[src/hdl/assert_macros.svh]
// Assertion macros shared by the rasterizer RTL.
`ifndef ASSERT_MACROS_SVH
`define ASSERT_MACROS_SVH

// Same-cycle implication, clocked on i_clk, off while i_rst_n is low.
`define TDR_ASSERT_IMPL(name, ante, cons) \
    name: assert property (@(posedge i_clk) disable iff (!i_rst_n) (ante) |-> (cons)) \
        else $error("assertion failed");

// Next-cycle implication, clocked on i_clk, off while i_rst_n is low.
`define TDR_ASSERT_NEXT(name, ante, cons) \
    name: assert property (@(posedge i_clk) disable iff (!i_rst_n) (ante) |=> (cons)) \
        else $error("assertion failed");

`endif

[src/hdl/tdr_pkg.sv]
// Shared types, constants and helpers of the triangle depth rasterizer.
`default_nettype none
package tdr_pkg;

    localparam int MAP_WIDTH  = 256;
    localparam int MAP_HEIGHT = 256;
    localparam int MAP_SIZE   = MAP_WIDTH * MAP_HEIGHT;
    localparam int ADDR_W     = $clog2(MAP_SIZE);
    localparam int XW         = $clog2(MAP_WIDTH);
    localparam int YW         = $clog2(MAP_HEIGHT);
    localparam int CFG_W      = 9;

    localparam logic signed [31:0] DEPTH_FAR = 32'sh7FFF_FFFF;

    localparam logic [1:0] KIND_VERTEX = 2'd0;
    localparam logic [1:0] KIND_READ   = 2'd1;
    localparam logic [1:0] KIND_CLEAR  = 2'd2;

    localparam logic CFG_IDX_WIDTH  = 1'b0;
    localparam logic CFG_IDX_HEIGHT = 1'b1;

    localparam logic [1:0] VTX_LAST = 2'd2;

    // Shared unit widths
    localparam int MUL_A_W = 33;
    localparam int MUL_B_W = 26;
    localparam int MUL_P_W = MUL_A_W + MUL_B_W;
    localparam int ACC_W   = 52;
    localparam int CRD_W   = 24;
    localparam int EDG_W   = 25;
    localparam int DIV_N_W = 48;
    localparam int DIV_D_W = 52;
    localparam int DIV_S_W = 6;
    localparam int WGT_W   = 17;

    localparam logic [DIV_S_W-1:0] DIV_STEPS_NDC  = DIV_S_W'(DIV_N_W);
    localparam logic [DIV_S_W-1:0] DIV_STEPS_FRAC = DIV_S_W'(16);

    typedef struct packed {
        logic [1:0]         kind;
        logic signed [31:0] clip_x;
        logic signed [31:0] clip_y;
        logic signed [31:0] clip_z;
        logic signed [31:0] clip_w;
        logic [7:0]         pixel_x;
        logic [7:0]         pixel_y;
    } t_in_word;

    typedef struct packed {
        logic signed [31:0] depth_read;
        logic [16:0]        pixels_written;
        logic               triangle_culled;
        logic               triangle_done;
    } t_out_word;

    typedef struct packed {
        logic               go;
        logic [DIV_S_W-1:0] steps;
    } t_div_req;

    // Saturate a signed quotient to the x/y guard band [-2^22, 2^22-1].
    function automatic logic signed [31:0] sat_guard(input logic neg,
                                                     input logic [DIV_N_W-1:0] mag);
        if (neg) begin
            if (mag > DIV_N_W'(4194304)) return -32'sd4194304;
            else return 32'(-$signed({1'b0, mag}));
        end else begin
            if (mag > DIV_N_W'(4194303)) return 32'sd4194303;
            else return 32'(mag);
        end
    endfunction

    // Saturate a signed quotient to the 32-bit range.
    function automatic logic signed [31:0] sat_word(input logic neg,
                                                    input logic [DIV_N_W-1:0] mag);
        if (neg) begin
            if (mag > DIV_N_W'(33'h1_0000_0000 >> 1)) return 32'sh8000_0000;
            else return 32'(-$signed({1'b0, mag}));
        end else begin
            if (mag > DIV_N_W'(32'h7FFF_FFFF)) return 32'sh7FFF_FFFF;
            else return 32'(mag);
        end
    endfunction

endpackage
`default_nettype wire

[src/hdl/tdr_mul.sv]
// Shared signed multiplier with a registered product.
`default_nettype none
module tdr_mul (
    input  wire logic                               i_clk,
    input  wire logic signed [tdr_pkg::MUL_A_W-1:0] i_a,
    input  wire logic signed [tdr_pkg::MUL_B_W-1:0] i_b,
    output logic signed      [tdr_pkg::MUL_P_W-1:0] o_p
);

    always_ff @(posedge i_clk) begin
        o_p <= tdr_pkg::MUL_P_W'(i_a) * tdr_pkg::MUL_P_W'(i_b);
    end

endmodule
`default_nettype wire

[config.mk]
export PLATFORM = sky130hd
export DESIGN_NAME = tdr_mul
export DESIGN_NICKNAME = d
export VERILOG_FILES = /design/src/hdl/assert_macros.svh /design/src/hdl/tdr_pkg.sv /design/src/hdl/tdr_mul.sv
export SDC_FILE = /design/constraint.sdc
export NUM_CORES = 2
export LEC_CHECK = 0
export ABC_AREA = 0
export ABC_CLOCK_PERIOD_IN_PS = 11800
export CORE_MARGIN = 2
export CORE_UTILIZATION = 55
export CTS_BUF_LIST = sky130_fd_sc_hd__clkbuf_8
export DETAILED_ROUTE_END_ITERATION = 12
export DONT_BUFFER_PORTS = 1
export GPL_TIMING_DRIVEN = 0
export PLACE_DENSITY = 0.76
export RECOVER_POWER = 50
export SYNTH_ARGS = -nofsm -noshare
export SYNTH_HDL_FRONTEND = slang
export SYNTH_SLANG_ARGS = --single-unit
[constraint.sdc]
create_clock -name i_clk -period 11.8 [get_ports i_clk]
set_input_delay 2.36 -clock i_clk [delete_from_list [all_inputs] [get_ports i_clk]]
set_output_delay 2.36 -clock i_clk [all_outputs]
set_load 0.02 [all_outputs]
==> results.md <==
* Number of synthesized flops with an enable pin at 0
* Mux contribution to synthesized area at 0.0320%
* Post-Synth Adder-Cell Area at 62.7%
* Post-Synth XOR/XNOR Area at 1.77%
* Buf/Inv on CP at 6
* Synth Area in Simple Gates at 15.7%
* Final Hold Viols at 0
* # resized after CTS at 0
* PortBufs at 0
* Initial antenna violation count at 12
* Pre-CTS setup slack at 1.65 ns
* Gr usage total at 37.1%
* Biggest registers after layout: o_p (59)
* Final setup viols at 0
* I/O pin cnt at 119
* CTS max path bufs at 2
* Final Critical Period at 9.94 ns
* Total iterations of the first detailed-routing run at 8
* Yosys warns at 0
* Combinational family with the most area after synthesis: adder cells
* Slowest CP cell: fa_1
* Least-Margin Pin Slew at 1.36 ns
* Detail Placement HPWL at 86.6 mm
* Antenna Nets Post-Route at 0
* Synthesized instance count at 3,360
* Clock root cell: clkbuf_8
* Compound-Gate Fraction of Synth Area at 3.78%
* Area of the core at 0.0563 sq mm
* CP Launch Type: primary input
* Yosys cell types at 66
* Hold Crit Class: in2reg
* Relative slew slack at 9.46%
* TNS Setup at 0 ns
* Grt total ovfl at 0
* Max Freq at 101 MHz
* Area grow syn2layout at 3.91%
* Register area share after synthesis at 3.78%
* Top cell by count, worst path: fa_1
* CP Class: in2reg
* Die area at 0.0587 sq mm
* Final nets at 4,469
* First-pass GRT wire length at 156 mm
* RSZ-0062 raised after global routing: no
* Biggest cell delay along the critical path at 0.82 ns
* CTS hold repair buffers at 0
* Initial core utilization at 55.5%
* Max FFs per register at 59
* Routed vias at 23,800
* Rows at 87
* H-Tree Level Count at 3
* GP Congestion at 1.05
* Final WL at 106 mm
* Area of the multi-input gates at 0.0262 sq mm
* CP arrival at 10.19 ns
* Family with the most delay on the worst path: adder cells
* DR WL/cell at 25.5 microns
* Pin count of the biggest net entering global routing at 15
* Syn_nets at 4,458
* FF/Latch Area at 0.00118 sq mm
* Number of remaining DRC errors at 0
* Number of global-route vias before repair at 25,200
* Final Slew Violations at 0
* Die Y at 242 microns
* Chip width at 242 microns
* Fillers at 4,980
* Crit. End Element: register
* Critical path peak fanout at 10
* Status: complete, no violations
* Layout cells sized above 1 at 1.16%
* DR iter-0 viols at 2,120
* Post-CTS Setup Inserts at 0
* CTS tree: built
* Top FF cell, synth: dfxtp_1
* Final cycle utilization of the critical path at 84.2%
* Crit path cell chain: clkbuf_1, nand2_1, inv_1, fa_1, fa_1, inv_1, fa_1, inv_1, fa_1, fa_1, fa_1, inv_1, fa_1, inv_1, ha_1, nand3_1, nor4_1, nand4_1, a211oi_1, o21ai_1, o311ai_0
* Syn avg cell area at 9.30 sq um
* Clock net sink count at 59
* Worst EP required at 12.05 ns
* Max Cap Viol at 0
* Post-synth ARST share at 0%
* Fin worst setup slack at 1.86 ns
* Most flops, register: o_p
* Clock-pin slew on the worst setup and hold paths at 0.07 ns
* Post-Syn Area at 0.0312 sq mm
* #FFs+latches synth at 59
* Via-to-Cell Ratio at 5.74
* CTS Buf Count at 9
## cell type report
type / count / share of cell area [%]
multi-input combinational: 2283 / 80.8
inverter: 863 / 9.98
sequential: 59 / 3.64
tap: 756 / 2.91
buffer: 155 / 1.85
clock buffer: 11 / 0.467
clock inverter: 4 / 0.301
antenna: 10 / 0.0771
## stage by stage
step / hold slack (ns) / area, sq um / cells / utilization (%)
floorplan: 2.48 / 31200 / 3360 / -
global placement: 2.49 / 32200 / 4116 / 57.2
detailed placement: 2.49 / 32200 / 4116 / 57.2
CTS: 2.08 / 32400 / 4131 / 57.6
global route: 2.07 / 32400 / 4133 / 57.6
finish: 2.11 / 32500 / 4141 / 57.7
## path summary, 6_finish.rpt
| kind | from | end | depth (start not counted) |
|---|---|---|---|
| max | i_b[2] | o_p[57]$_DFF_P_ | 21 |
| min | i_b[0] | o_p[0]$_DFF_P_ | 1 |
## logic make-up (layout without fill, tap and decap cells)
kind of cell	count (synthesis)	count (layout)
and+or+nand+nor	1007	1007
adders and majority gates	1038	1038
AOI/OAI and AO/OA	174	174
muxes	1	1
xor gates and xnor gates	63	63
buffers and inverters	1018	1033
other	0	10
DFF	59	59
## synth_stat cells (4+ instances only)
master,n,area [sq um]
a211o_1,4,35.0
a211oi_1,9,67.6
a21o_1,26,195
a21oi_1,49,245
and2_1,356,2230
and3_1,10,62.6
and4_1,8,70.1
buf_2,7,35.0
clkbuf_1,143,537
dfxtp_1,59,1180
fa_1,878,17600
ha_1,160,2000
inv_1,862,3240
nand2_1,512,1920
nand2b_1,15,93.8
nand3_1,13,65.1
nand4_1,12,75.1
nor2_1,51,191
nor3_1,14,70.1
o21a_1,9,67.6
o21ai_0,27,135
o21ai_1,4,20.0
o21bai_1,5,37.5
or2_2,4,25.0
xnor2_1,44,385
xor2_1,19,166
## metal layers
layer	global-route usage (%)	vias up	share of wire, %
li1	-	9643	-
met1	43.7	12100	32
met2	57.2	1568	45
met3	9.89	477	12
met4	31.1	6	11
met5	0	-	0.031
## cells in the final DEF (no fill, tap or decap), drive strengths merged, types with 19 or more instances in the layout
cell type,synthesis,final
a21o,26,26
a21oi,51,51
and2,356,356
clkbuf,145,156
dfxtp,59,59
fa,878,878
ha,160,160
inv,862,862
nand2,512,512
nor2,51,51
o21ai,32,32
xnor2,44,44
xor2,19,19
Power is not shown: default switching activity piles up to over one toggle a cycle in this logic, so the estimate is an artifact.
