**config.mk**
```make
export PLATFORM = sky130hd
export DESIGN_NAME = tdr_div
export DESIGN_NICKNAME = d
export VERILOG_FILES = /design/src/hdl/tdr_pkg.sv /design/src/hdl/tdr_div.sv
export VERILOG_INCLUDE_DIRS = /design/src /design/src/hdl
export SDC_FILE = /design/constraint.sdc
export NUM_CORES = 1
export LEC_CHECK = 0
export ABC_AREA = 1
export BUFFER_PORTS_ARGS = -buffer_cell sky130_fd_sc_hd__buf_2
export CAP_MARGIN = 10
export CORE_ASPECT_RATIO = 1.4
export CORE_UTILIZATION = 41
export DETAILED_ROUTE_END_ITERATION = 10
export MAX_ROUTING_LAYER = met4
export PLACE_DENSITY_LB_ADDON = 0.25
export SLEW_MARGIN = 20
export SYNTH_ARGS = -nofsm -noshare
export SYNTH_HDL_FRONTEND = slang
export SYNTH_SLANG_ARGS = --single-unit
```
**constraint.sdc**
```tcl
create_clock -name i_clk -period 8.2 [get_ports i_clk]
set_clock_uncertainty 0.2 [all_clocks]
set_input_delay 0.82 -clock i_clk [delete_from_list [all_inputs] [get_ports i_clk]]
set_output_delay 0.82 -clock i_clk [all_outputs]
set_load 0.005 [all_outputs]
```
**src/hdl/assert_macros.svh**
```systemverilog
// Assertion macros shared by the rasterizer RTL.
`ifndef ASSERT_MACROS_SVH
`define ASSERT_MACROS_SVH

// Same-cycle implication, clocked on i_clk, off while i_rst_n is low.
`define TDR_ASSERT_IMPL(name, ante, cons) \
    name: assert property (@(posedge i_clk) disable iff (!i_rst_n) (ante) |-> (cons)) \
        else $error("assertion failed");

// Next-cycle implication, clocked on i_clk, off while i_rst_n is low.
`define TDR_ASSERT_NEXT(name, ante, cons) \
    name: assert property (@(posedge i_clk) disable iff (!i_rst_n) (ante) |=> (cons)) \
        else $error("assertion failed");

`endif

```
**src/hdl/tdr_pkg.sv**
```systemverilog
// Shared types, constants and helpers of the triangle depth rasterizer.
`default_nettype none
package tdr_pkg;

    localparam int MAP_WIDTH  = 256;
    localparam int MAP_HEIGHT = 256;
    localparam int MAP_SIZE   = MAP_WIDTH * MAP_HEIGHT;
    localparam int ADDR_W     = $clog2(MAP_SIZE);
    localparam int XW         = $clog2(MAP_WIDTH);
    localparam int YW         = $clog2(MAP_HEIGHT);
    localparam int CFG_W      = 9;

    localparam logic signed [31:0] DEPTH_FAR = 32'sh7FFF_FFFF;

    localparam logic [1:0] KIND_VERTEX = 2'd0;
    localparam logic [1:0] KIND_READ   = 2'd1;
    localparam logic [1:0] KIND_CLEAR  = 2'd2;

    localparam logic CFG_IDX_WIDTH  = 1'b0;
    localparam logic CFG_IDX_HEIGHT = 1'b1;

    localparam logic [1:0] VTX_LAST = 2'd2;

    // Shared unit widths
    localparam int MUL_A_W = 33;
    localparam int MUL_B_W = 26;
    localparam int MUL_P_W = MUL_A_W + MUL_B_W;
    localparam int ACC_W   = 52;
    localparam int CRD_W   = 24;
    localparam int EDG_W   = 25;
    localparam int DIV_N_W = 48;
    localparam int DIV_D_W = 52;
    localparam int DIV_S_W = 6;
    localparam int WGT_W   = 17;

    localparam logic [DIV_S_W-1:0] DIV_STEPS_NDC  = DIV_S_W'(DIV_N_W);
    localparam logic [DIV_S_W-1:0] DIV_STEPS_FRAC = DIV_S_W'(16);

    typedef struct packed {
        logic [1:0]         kind;
        logic signed [31:0] clip_x;
        logic signed [31:0] clip_y;
        logic signed [31:0] clip_z;
        logic signed [31:0] clip_w;
        logic [7:0]         pixel_x;
        logic [7:0]         pixel_y;
    } t_in_word;

    typedef struct packed {
        logic signed [31:0] depth_read;
        logic [16:0]        pixels_written;
        logic               triangle_culled;
        logic               triangle_done;
    } t_out_word;

    typedef struct packed {
        logic               go;
        logic [DIV_S_W-1:0] steps;
    } t_div_req;

    // Saturate a signed quotient to the x/y guard band [-2^22, 2^22-1].
    function automatic logic signed [31:0] sat_guard(input logic neg,
                                                     input logic [DIV_N_W-1:0] mag);
        if (neg) begin
            if (mag > DIV_N_W'(4194304)) return -32'sd4194304;
            else return 32'(-$signed({1'b0, mag}));
        end else begin
            if (mag > DIV_N_W'(4194303)) return 32'sd4194303;
            else return 32'(mag);
        end
    endfunction

    // Saturate a signed quotient to the 32-bit range.
    function automatic logic signed [31:0] sat_word(input logic neg,
                                                    input logic [DIV_N_W-1:0] mag);
        if (neg) begin
            if (mag > DIV_N_W'(33'h1_0000_0000 >> 1)) return 32'sh8000_0000;
            else return 32'(-$signed({1'b0, mag}));
        end else begin
            if (mag > DIV_N_W'(32'h7FFF_FFFF)) return 32'sh7FFF_FFFF;
            else return 32'(mag);
        end
    endfunction

endpackage
`default_nettype wire

```
**src/hdl/tdr_div.sv**
```systemverilog
// Radix-2 restoring divider, one quotient bit per cycle, shared by all divides.
`default_nettype none
`include "assert_macros.svh"
module tdr_div (
    input  wire logic                        i_clk,
    input  wire logic                        i_rst_n,
    input  wire tdr_pkg::t_div_req           i_req,
    input  wire logic [tdr_pkg::DIV_D_W-1:0] i_rem0,
    input  wire logic [tdr_pkg::DIV_N_W-1:0] i_num,
    input  wire logic [tdr_pkg::DIV_D_W-1:0] i_den,
    output logic                             o_done,
    output logic [tdr_pkg::DIV_N_W-1:0]      o_quot
);

    logic [tdr_pkg::DIV_D_W-1:0] r_rem;
    logic [tdr_pkg::DIV_D_W-1:0] r_den;
    logic [tdr_pkg::DIV_N_W-1:0] r_num;
    logic [tdr_pkg::DIV_N_W-1:0] r_quot;
    logic [tdr_pkg::DIV_S_W-1:0] r_cnt;
    logic                        r_busy;
    logic                        r_done;

    logic [tdr_pkg::DIV_D_W:0] trial;
    logic                      fits;

    // Bring down the next numerator bit and try one subtract.
    assign trial = {r_rem, r_num[tdr_pkg::DIV_N_W-1]};
    assign fits  = trial >= {1'b0, r_den};

    always_ff @(posedge i_clk) begin
        if (!i_rst_n) begin
            r_busy <= 1'b0;
            r_done <= 1'b0;
            r_cnt  <= '0;
        end else begin
            r_done <= 1'b0;
            if (i_req.go) begin
                r_rem  <= i_rem0;
                r_num  <= i_num;
                r_den  <= i_den;
                r_quot <= '0;
                r_cnt  <= i_req.steps;
                r_busy <= 1'b1;
            end else if (r_busy) begin
                r_rem  <= fits ? tdr_pkg::DIV_D_W'(trial - {1'b0, r_den})
                               : tdr_pkg::DIV_D_W'(trial);
                r_num  <= {r_num[tdr_pkg::DIV_N_W-2:0], 1'b0};
                r_quot <= {r_quot[tdr_pkg::DIV_N_W-2:0], fits};
                r_cnt  <= r_cnt - 1'b1;
                if (r_cnt == tdr_pkg::DIV_S_W'(1)) begin
                    r_busy <= 1'b0;
                    r_done <= 1'b1;
                end
            end
        end
    end

    assign o_done = r_done;
    assign o_quot = r_quot;

    `TDR_ASSERT_NEXT(a_div_go_not_done, i_req.go, !r_done)
    `TDR_ASSERT_IMPL(a_div_done_idle, r_done, !r_busy)
    `TDR_ASSERT_IMPL(a_div_rem_below, r_busy, r_rem < r_den)

endmodule
`default_nettype wire

```
==> results.md, run 1 <==
- Most frequent cells in the layout: nand2_1, inv_1, buf_2
- I/O Buffers: around 210
- Dpl hpwl: 30.3 mm
- Sw Share: 0.320
- TritonRoute pass-1 iters: 5
- CTS sink count: about 210
- Final #Nets: approximately 2300
- Fillers: 3343
- Hold_sp: i_den[40]
- Max-slew violation count: 0
- Setup TNS Final: 0 ps
- Power share of the sequential group: 0.410
- Final ANT Viol Nets: 0
- Via density: 4.74
- Cell internal pwr: about 0.0022 W
- CP startpoint: r_rem[5]
- Top Metal Used: met4
- Clock Latency Late Sink: 540 ps
- Final wirelength: between 30 and 40 mm
- Largest buffer count on any clock path: 3
- CTS tree: yes
- Final Hold Vio Count: 0
- Max-capacitance violation count: 0
- DIE HEIGHT: between 200 and 250 µm
- Max Fclk: 0.234 GHz
- Yosys cell types: 34
- Leak pwr: about 8.5 nW
- EDFF count, synth: 200
- Maximum vdd drop: about 170 µV
- Clock transition at path regs: roughly 60 ps
- CP arrival: between 4000 and 5000 ps
- Area Overhead vs Synth: 16.4%
- CP Data Required Time: roughly 8400 ps
- Met3 WL: roughly 2.5 mm
- Clock group share of total power: 0.330
- Die X: around 160 µm
- Seq/Total Area, Yosys: 0.450
- GRT Total Usage: 0.244
- Die Area: between 30000 and 40000 µm²
- Crit-path cells: ha_1, nand2_1, nor4_1, nand4_4, nand3_4, nand2_2, nand2_1, nand2_1, nand2_1
- DRC: 0
- Cell Area, Placed: roughly 15000 µm²
- Vias in the first global route: between 10000 and 15000
- CP most frequent cell: nand2_1
- Global-route wire length before repair: roughly 63 mm
- Outcome: complete, no violations
- Cts hold-fix bufs: 0
- Total number of vias: around 12000
- CP Launch Type: flop
- Yosys warning count: 0
- Initial DRC count: just under 800
- Share of cells above drive strength 1: 0.130
- Most common cell after layout, fill and taps aside: nand2_1
- Syn Area/Cell: just over 7 µm²
- DR WL/cell: approximately 15 µm
- Largest net degree at the start of global routing: about 80
- Initial core utilization: 0.419
- Design area: 15900 µm²
- Placement Rows: just under 80
- Crit path max fanout: 53
- Cell area power density: about 200 nW/µm²
- Syn Std Cell Area: approximately 14000 µm²
- Reg2reg start: r_rem[5]
- Total gr overflow: 0
- Endpoint class of the critical path: flop
- Routability congestion estimate from global placement: 0.947
- Post-cts sizing count: 0
- Slowest stage delay, CP: 850 ps
- Period utilization: 0.520
- Combinational share of power: 0.260
- Minimum clock period: about 4300 ps
- Min-delay worst type: in2reg
- M1 WL: 16.1 mm
- Worst Tran Pin Value: between 900 and 1000 ps
- Mapped Cells: around 1900
- Cts bufs inserted: 23
- Post-CTS Setup Inserts: 0
- H-tree levels: 1
- Met2 WL post-DR: approximately 20 mm
- Final setup fails: 0
- Initial antenna violation count: 3
- Fraction of registers with async set/reset: 0
- Worst Path Class, Setup: reg2reg
- Slew headroom: 0.349
- Flop and latch count out of synthesis: ~210
- Total power: ~0.0032 W
- Synth Flop Type: edfxtp_1
- Switching power: between 0.001 and 0.0015 W
- Core ar.: between 30000 and 40000 µm²
- Syn nets: roughly 2100
- Ports: 210
- CTS root buf: clkbuf_16
- Critical-path top delay cell: nor4_1
- RSZ-0062 raised after global routing: false
-- cell type report --
cell class / instances / area (µm²) / area share
diodes: 3 / 7.51 / 0.000471
well taps: 440 / 551 / 0.0345
clock buffers: 23 / 576 / 0.0361
flip-flops and latches: 208 / 6170 / 0.387
clock inverters: 19 / 179 / 0.0112
inverters: 398 / 1490 / 0.0937
repair buffers: 217 / 1120 / 0.0703
multi-input cells: 1266 / 5850 / 0.367
-- power groups by stage --
stage | combinational [W] | clock, W | sequential, W
after detailed placement | 0.000827 | 0 | 0.00133
after floorplan | 0.000583 | 0 | 0.00133
final | 0.000827 | 0.00105 | 0.00131
after CTS | 0.000832 | 0.00108 | 0.00131
after global routing | 0.000948 | 0.00112 | 0.00132
after global placement | 0.000821 | 0 | 0.00133
-- synthesized netlist by cell type, drive strengths merged (4+ instances only) --
cell type  instances  area, µm²
o21bai             5       37.5
nand3b            10       75.1
clkbuf            33        124
edfxtp           200       6010
nor2             146        563
o21ai              7       35.0
inv              397       1490
xor2               4       35.0
dfxtp              8        160
ha                54        676
buf               11       75.1
and2               5       31.3
nor3              13       75.1
a21oi             28        151
a31oi              4       25.0
nand4             46        303
xnor2             24        210
nand2            813       3060
nand3            102        523
-- worst paths after layout --
kind | to | slack [ps] | cells past startpoint
worst max-delay path | r_rem[50] | 3930 | 9
worst min register to register | r_cnt[5] | 290 | 2
worst min-delay path | r_den[40] | 250 | 1
worst max register to register | r_rem[50] | 3930 | 9
-- registers in the layout (all words and copies together) (netlist names) --
name,flops
o_done,1
r_cnt,6
r_rem,52
r_den,52
r_busy,1
r_num,48
o_quot,48
-- metal layers --
| layer | vias up | GRT usage |
|---|---|---|
| li1 | 6278 | - |
| met1 | 5495 | 0.285 |
| met2 | 353 | 0.423 |
| met3 | 72 | 0.0410 |
| met4 | 0 | 0.0775 |
| met5 | - | - |
-- worst max-delay path, delay by kind of cell, from the launching register on --
family | cells | cell delay (ps)
simple gates | 8 | 3160
fa+ha+maj | 1 | 360
flops | 1 | 390
-- cell families (layout without fill, tap and decap cells) --
group / after synthesis / count (layout) / synth area share
AO/OA/AOI/OAI: 46 / 46 / 0.0193
XOR/XNOR: 28 / 28 / 0.0179
adder cells (fa/ha/maj): 55 / 55 / 0.0508
buffers and inverters: 442 / 657 / 0.124
flip-flops: 208 / 208 / 0.450
other: 0 / 3 / 0
AND/OR/NAND/NOR: 1137 / 1137 / 0.339
-- stage by stage --
stage	hold slack [ps]	cells	worst slack, ps	utilization
2_1_floorplan	262	1916	252	-
3_3_place_gp	282	2528	3930	0.464
3_5_place_dp	287	2529	3850	0.464
4_1_cts	229	2571	3840	0.488
6_report	255	2574	3930	0.488
5_1_grt	234	2574	3600	0.488
(Power assumes the default switching activity.)
==> inputs of run 2 (changes only) <==
==> constraint.sdc (replaced) <==
create_clock -name i_clk -period 4.1 [get_ports i_clk]
set_clock_uncertainty 0.2 [all_clocks]
set_input_delay 0.41 -clock i_clk [delete_from_list [all_inputs] [get_ports i_clk]]
set_output_delay 0.41 -clock i_clk [all_outputs]
set_load 0.005 [all_outputs]
==> run 2 against run 1 <==
  * Clock power rose by 93%
  * Global-route usage is 1.7 points higher
  * Worst setup slack got worse by 3100 ps
  * Critical path type unchanged
==> results.md, run 2 (synthesized netlist as in run 1, its figures left out) <==
- Worst Path Class, Setup: reg2reg
- Global-route wire length before repair: between 60 and 70 mm
- Via density: 4.72
- TritonRoute pass-1 iters: 5
- Crit path depth: 13
- Largest buffer count on any clock path: 3
- Endpoint class of the critical path: flop
- Sequential cell area: between 6000 and 7000 µm²
- CP most frequent cell: nand2_1
- CP Data Required Time: ~4200 ps
- CP Buf/Inv Count: 1
- M2 GR Usage: 0.469
- Vias in the first global route: roughly 13000
- Post-CTS Setup Inserts: 0
- Max Fclk: 0.302 GHz
- Final setup fails: 0
- Cell area power density: roughly 370 nW/µm²
- Die X: around 160 µm
- CP Launch Type: flop
- Final ANT Viol Nets: 0
- Die Area: ~34000 µm²
- CP startpoint: r_rem[2]
- Cts bufs inserted: 23
- Largest net degree at the start of global routing: 80
- Minimum clock period: between 3000 and 4000 ps
- Hold depth: 3
- Worst Tran Pin Value: about 740 ps
- Placement Setup Slack: roughly 670 ps
- GRT Total Usage: 0.261
- RSZ-0062 raised after global routing: false
- Placement Rows: 78
- Maximum vdd drop: slightly below 300 µV
- Outcome: complete, no violations
- Crit-path cells: ha_1, nand2_1, inv_1, nand2_1, nand3_1, nand3_1, nand3b_1, nand2_2, nand3_4, nand2_2, nand2_1, nand2_1, nand2_1
- Largest delay contributor family on the critical path: simple AND/OR/NAND/NOR gates
- Share of cells above drive strength 1: 0.121
- CTS root buf: clkbuf_16
- Total number of vias: between 10000 and 15000
- Initial antenna violation count: 0
- Min-delay worst type: in2reg
- Max-capacitance violation count: 0
- Fillers: between 3000 and 4000
- Biggest regs: r_den x52, r_rem x52
- Most frequent cells in the layout: nand2_1, inv_1, buf_2
- Antenna Cells: 0
- Leak pwr: between 9 and 10 nW
- Clock transition at path regs: ~70 ps
- GRT met3 Usage: 0.0327
- H-tree levels: 1
- Reg2reg path depth: 13
- Final wirelength: around 43 mm
- Ports: 210
- Clock Latency Late Sink: around 530 ps
- Initial DRC count: between 600 and 700
- Dpl hpwl: around 31 mm
- Final #Nets: around 2500
- Total gr overflow: 0
- DIE HEIGHT: roughly 220 µm
- Crit path max fanout: 20
- Most common cell after layout, fill and taps aside: nand2_1
- Setup TNS Final: 0 ps
- Reg2reg start: r_rem[2]
- Slew headroom: 0.504
- GRT Max-Usage Layer: met2
- Critical-path top delay cell: nand2_2
- Hold_sp: i_rem0[25]
- Final Hold Vio Count: 0
- DRC: 0
- CTS sink count: approximately 210
- Slowest stage delay, CP: between 400 and 500 ps
- Max-slew violation count: 0
- Setup WS post-layout: about 790 ps
- Period utilization: 0.808
- I/O Buffers: around 210
- CTS tree: yes
- Met1 Usage GRT: 0.300
- CP arrival: approximately 3400 ps
- Initial core utilization: 0.419
- Core ar.: between 30000 and 40000 µm²
- Area of the multi-input gates: 5860 µm²
- DR WL/cell: approximately 16 µm
- Area Overhead vs Synth: 28.2%
- Routability congestion estimate from global placement: 0.998
run 2: cell types whose count changed in the layout (fill, tap and decap cells not counted), sizes merged, moves of 3 or more:
cell,before,now
buf,217,221
clkbuf,23,32
clkinv,14,7
diode,3,0
dlygate4sd3,0,159
run 2: worst reg2reg max path, cell delays in order, from the launching register on:
cell      delay (ps)
edfxtp_1         400
ha_1             360
nand2_1          130
inv_1             50
nand2_1           80
nand3_1          190
nand3_1          150
nand3b_1         300
nand2_2          210
nand3_4          260
nand2_2          490
nand2_1          120
nand2_1           80
nand2_1           50
run 2: cell type report:
| cell class | instances | area share |
|---|---|---|
| Sequential cell | 208 | 0.351 |
| Multi-Input combinational cell | 1266 | 0.334 |
| Timing Repair Buffer | 380 | 0.158 |
| Inverter | 398 | 0.0850 |
| Clock buffer | 32 | 0.0353 |
| Tap cell | 440 | 0.0313 |
| Clock inverter | 9 | 0.00548 |
run 2: timing repair:
item	4_1_cts	5_1_grt
hold buffers	159	0
resized for setup	0	0
endpoints found under the hold margin	157	0
run 2: worst paths after layout:
path	end	slack, ps
min reg2reg	r_cnt[4]	290
min	r_rem[25]	40
max reg2reg	r_rem[48]	790
max	r_rem[48]	790
run 2: metrics by stage:
step	area [µm²]	total power, W	std cells	utilization	hold slack, ps
floorplan	13700	0.00381	1916	-	264
detailed placement	15300	0.00434	2533	0.467	280
finish	17600	0.00646	2733	0.537	43.5
global route	17600	0.00684	2733	0.537	60.5
CTS	17600	0.00651	2733	0.537	24.8
global placement	15300	0.00433	2533	0.467	276
run 2: layer usage:
| layer | wire length [µm] | part of all wire | up-vias |
|---|---|---|---|
| met1 | 17700 | 0.42 | 5890 |
| met4 | 1300 | 0.031 | 0 |
| met5 | 0 | 0 | - |
| met2 | 21400 | 0.50 | 360 |
| met3 | 2140 | 0.050 | 63 |
| li1 | - | - | 6600 |
run 2: power breakdown:
part	internal, W	switching, W
Clock	0.00118	0.000856
Sequential	0.00254	0.0000691
Combinational	0.000685	0.00113
Total	0.00441	0.00205
